===== src/sv/alp_ram.sv =====
// Generic simple dual-port RAM with one write port and a registered read port.
module alp_ram #(
  parameter int WIDTH = 8,
  parameter int DEPTH = 16
) (
  input  logic                     clk_i,
  input  logic                     we_i,
  input  logic [$clog2(DEPTH)-1:0] waddr_i,
  input  logic [WIDTH-1:0]         wdata_i,
  input  logic                     re_i,
  input  logic [$clog2(DEPTH)-1:0] raddr_i,
  output logic [WIDTH-1:0]         rdata_o
);

  logic [WIDTH-1:0] mem_q [DEPTH];
  logic [WIDTH-1:0] rdata_q;

  always_ff @(posedge clk_i) begin
    if (we_i) begin
      mem_q[waddr_i] <= wdata_i;
    end
    if (re_i) begin
      rdata_q <= mem_q[raddr_i];
    end
  end

  assign rdata_o = rdata_q;

endmodule


===== config.mk =====
export PLATFORM = sky130hd
export DESIGN_NAME = alp_ram
export DESIGN_NICKNAME = d
export VERILOG_FILES = /design/src/sv/alp_ram.sv
export SDC_FILE = /design/constraint.sdc
export NUM_CORES = 1
export LEC_CHECK = 0
export BUFFER_PORTS_ARGS = -buffer_cell sky130_fd_sc_hd__buf_2
export CAP_MARGIN = 30
export CORE_MARGIN = 2
export CORE_UTILIZATION = 65
export CTS_CLUSTER_DIAMETER = 30
export DETAILED_ROUTE_END_ITERATION = 7
export PLACE_DENSITY = 0.84
export SYNTH_ARGS = -nofsm -noshare
export SYNTH_HDL_FRONTEND = slang
export SYNTH_SLANG_ARGS = --single-unit

===== constraint.sdc =====
create_clock -name clk_i -period 3.1 [get_ports clk_i]
set_input_delay 0.31 -clock clk_i [delete_from_list [all_inputs] [get_ports clk_i]]
set_output_delay 0.31 -clock clk_i [all_outputs]
set_load 0.005 [all_outputs]

## Yosys cells after proc, flatten, opt, wreduce, memory -nomap -nowiden

Memories as Yosys holds them, arrays and structs flattened. A register that Yosys moved wholly into a read port is not among the register bits.
Index checks and enable logic that the tools add are counted.

- Mux-type cells: 2

Operator list:

| kind | number |
|---|---|
| 2-to-1 mux 1 bit | 2 |

- Input port bits: 19
- RAM bits: 128
- Flip-flop bits (word level): 0
- Output and inout bits: 8
- Memories: 1

Memories:

| name | depth | bits a word | rd ports | clocked after Yosys merged registers in | wr ports | line | source |
|---|---|---|---|---|---|---|---|
| mem_q | 16 | 8 | 1 | 1 | 1 | 15 | `logic [WIDTH-1:0] mem_q [DEPTH];` |

## Depth between registers and ports, before layout

- Depth in word-level cells: 2
- Mapped depth: 5

## Worst setup path before layout

OpenSTA, ideal clock, no wires.

- Path type: input-to-reg
- From: in waddr_i[2]
- To: mem mem_q[0][0], enable pin
- Buffers on the path: 0
- Cell stages on the path: 2
- Slack: 1.297 ns
- Data required time: 2.717 ns
- Library setup time: 0.383 ns
- Data arrival time: 1.420 ns
- Path through: or3b_2 > nor3_1

RTL lines:

| element | line | source |
|---|---|---|
| start, declared | 8 | `input logic [$clog2(DEPTH)-1:0] waddr_i,` |
| end, declared | 15 |  |

Straight into the memory's write port.

==> results.md <==
Run status:
- The flow ran to the end, and the final reports show no timing, DRC or antenna violations.

Routing:
- For this run, design rule violations remaining after detail routing come to 0.
- The routed via count divided by cell count is 6.52.
- The number of DRC violations after detailed-routing iteration 0 is ~260.
- The detailed-router iteration count before antenna repair is 5.
- The number of antenna-violating nets in the routed design is 0.
- Wires add up to slightly above 10000 um.
- Dividing the detail-routed wire length by the instance count gives 26.2 um.
- The total number of vias is 2509.

Yosys:
- Ranked by total cell area, the synthesized netlist is headed by sky130_fd_sc_hd__edfxtp_1 78%, sky130_fd_sc_hd__mux4_2 7.8%, sky130_fd_sc_hd__mux4_1 7.0%, sky130_fd_sc_hd__a22oi_1 2.3%, sky130_fd_sc_hd__nor2_1 0.93%.
- The mean post-synth cell area is 22.8 um2.
- The async set-reset flop share out of synthesis is 0%.
- Of all cell types, the one taking the most synthesized area is sky130_fd_sc_hd__edfxtp_1.
- The total nets after synthesis is 248.
- The post-synthesis cell type count is 18.
- The area share of the leading cell type in the synthesized netlist is 78.1%.
- sky130_fd_sc_hd__edfxtp_1 is the most common cell in the netlist.
- The number of synthesized flops with an enable pin is 136.
- The proportion of synthesized chip area in sequential cells is 78.1%.
- The synthesized design contains 136 register bits.
- The synthesis warning total is 0.
- The gate count of the mapped netlist is ~230.
- The dominant register cell in the synthesized netlist is sky130_fd_sc_hd__edfxtp_1.
- After synthesis, the most frequently instantiated cells are 136 x sky130_fd_sc_hd__edfxtp_1, 18 x sky130_fd_sc_hd__mux4_2, 16 x sky130_fd_sc_hd__a22oi_1, 14 x sky130_fd_sc_hd__mux4_1, 13 x sky130_fd_sc_hd__nor2_1.
- The total standard cell area after synthesis is 5230 um2.

Setup path:
- Counting buffers and inverters, the worst setup path is 5 cells deep.
- For the worst setup path, the data required time is 3.34 ns.
- For flop-to-flop paths, the worst setup slack is between 1 and 1.5 ns.
- For this design, the slowest cell found on the critical path is sky130_fd_sc_hd__mux4_1.
- The stage delay of the slowest cell on the critical path is 0.61 ns.
- The number of cells on the worst reg-to-reg path is 3.
- The critical path in this run is classified as in2reg.
- The critical path's top delay family is multiplexers.
- STA classifies the critical path startpoint as an input port.
- Together, buffers and inverters on the worst path number 2.
- The worst setup path is captured at a flop.
- The critical path goes through buf_2, buf_4, mux4_1, a22oi_1, nand2_1.
- For the worst setup path, the data arrival time is about 2 ns.
- Of all nets on the critical path, the largest fanout is 13.

STA:
- The routed design could run at a clock period as short as ~1.8 ns.
- The count of final hold-check violations was 0.
- The actual slew at the worst max-slew pin is a little under 1 ns.
- Timing would allow up to 564 MHz.
- Setup total negative slack on the finished layout was measured at 0 ns.
- Setup repair after global routing left no endpoint under its margin.
- Setup violations remaining at the end of the flow were counted as 0.
- The count of pins over their slew limit was 0.
- Of the available clock period, the critical path in the final layout requires 57.2%.
- The clock arrives with 0.00596 ns of skew.
- The normalized max-slew margin is 35.2%.
- The worst setup slack after layout is 1.33 ns.

CTS:
- Clock latency on the worst-skew pair, taken at its later pin, is 0.51 ns.
- The post-CTS resize count is 0.
- The number of clock sinks is 136.
- The CTS root buffer is sky130_fd_sc_hd__clkbuf_8.
- The clock passes through at most 2 buffers.
- Clock-pin slew was measured on the worst setup and hold paths at 0.06 ns.
- The number of CTS-inserted buffers is 17.
- The clock tree from TritonCTS is yes.
- The number of post-CTS setup repair buffers is 0.
- The count of hold-fix buffers inserted at cts is 0.
- The H-tree was split into 4 levels.

Power:
- The part of the total power dissipated in the clock network is 44.3%.
- The total power divided by cell area is 678 nW/um2.
- The internal power consumption is approximately 3.2 mW.
- Across the VDD grid, the largest voltage drop is 0.000507 V.
- The share of total power dissipated in combinational logic is around 4.4%.
- Summed over all nets, the switching power comes to 854 uW.
- The sequential fraction of design power is 51.3%.
- Of the total power, the share spent switching nets is a little over a fifth.
- For this design the static power due to leakage is between 1.5 and 2 nW.

GRT:
- met2 is the most crowded layer.
- The met1 track utilization from global routing is 35.2%.
- Global routing consumed, on the met3 layer, 8.99% of the routing resources.
- In the global route stage, overall resource usage came out at between 20% and 30%.
- The number of antenna violations at the first check in global routing is 0.
- In the global route stage, met2 resource usage came out at between 30% and 40%.
- The wire length of the first global-routing pass is 14900 um.
- The global-route congestion overflow total is 0.
- The number of global-route vias before repair is 2504.
- Entering global routing, the biggest net connects 33 pins.

Min path:
- In this run the worst hold path is classified as in2reg.
- The number of instances on the worst hold path is 1.

Die:
- The area of the core is 7770 um2.
- The horizontal die dimension is 93.7 um.
- The area of the die is 8780 um2.
- The number of I/O pins is 27.
- The die is 93.7 um tall.
- The floorplan row count is 32.
- The starting utilization of the core area is 67.3%.

Final layout:
- The layout net count is between 200 and 300.
- The synthesis-to-finish area growth is 14.6%.
- The number of antenna diodes in the final layout is 0.
- Once layout is complete, the utilization of the core stands at 77.1%.
- Of the cells placed in the final design, the portion with a size suffix greater than 1 is 29.0%.
- The number of non-filler instances in the completed layout is 385.

Placed design:
- The half-perimeter wire length of the detailed placement result is 5800 um.
- In this run the tool buffered the top-level ports with 26 buffer cells.
- The cell total after placement is about 350.
- The post-placement setup slack is slightly above 0.9 ns.
- The global placer's final weighted congestion is between 0.7 and 0.8.

Run:
- The number of max-capacitance violations reported is 0.
==> area by class of cell <==
cell class / instances / area [um2]
clock buffer: 18 / 418
clock inverter: 14 / 130
fill: 400 / 1780
multi-input combinational: 83 / 1060
sequential: 136 / 4080
tap: 102 / 128
timing repair buffer: 32 / 175
==> layout by cell type (no fill, tap or decap), types with 4 or more instances in the layout <==
cell,Yosys,routed
sky130_fd_sc_hd__a22oi_1,16,16
sky130_fd_sc_hd__buf_2,3,26
sky130_fd_sc_hd__buf_4,1,6
sky130_fd_sc_hd__clkbuf_16,0,16
sky130_fd_sc_hd__clkinv_4,0,6
sky130_fd_sc_hd__clkinvlp_4,0,5
sky130_fd_sc_hd__edfxtp_1,136,136
sky130_fd_sc_hd__mux4_1,14,14
sky130_fd_sc_hd__mux4_2,18,18
sky130_fd_sc_hd__nand2_1,9,9
sky130_fd_sc_hd__nor2_1,13,13
sky130_fd_sc_hd__nor3_1,4,4
==> worst paths after layout <==
check          startpoint         end
max            raddr_i[0]  rdata_o[4]
min                  re_i  rdata_o[3]
max reg2reg  mem_q[11][4]  rdata_o[4]
min reg2reg  mem_q[14][5]  rdata_o[5]
==> metal layers <==
layer	share of wire [%]	wire, um	vias to the layer above
met5	0	0	-
met4	2.0	203	0
met3	6.9	696	13
met2	51	5170	125
met1	40	4020	1306
li1	-	-	1065
==> sequential cells by signal, summed over array words and instances (netlist names) <==
name / count
rdata_o: 8
mem_q: 128
==> power by group through the flow <==
stage               combinational, mW  sequential, mW  clock (mW)
floorplan                       0.105            2.12           0
global placement                0.171            2.12           0
detailed placement              0.178            2.12           0
CTS                             0.181            2.09        1.82
global route                    0.195            2.09        1.91
finish                          0.180            2.09        1.80
==> through the flow <==
stage	hold WS, ns	power, mW	instance area [um2]
6_report	0.178	4.06	5990
5_1_grt	0.144	4.20	5990
3_5_place_dp	0.703	2.30	5440
4_1_cts	0.161	4.09	5990
2_1_floorplan	0.409	2.22	5230
3_3_place_gp	0.694	2.29	5440
==> cells by family (layout without fill, tap and decap cells) <==
kind of cell / count (synthesis) / in the layout / synth area share, %
and+or+nand+nor: 35 / 35 / 3.14
muxes: 32 / 32 / 14.8
buffers and inverters: 10 / 64 / 1.65
DFF: 136 / 136 / 78.1
AOI/OAI and AO/OA: 16 / 16 / 2.30
(Power assumes the default switching activity.)
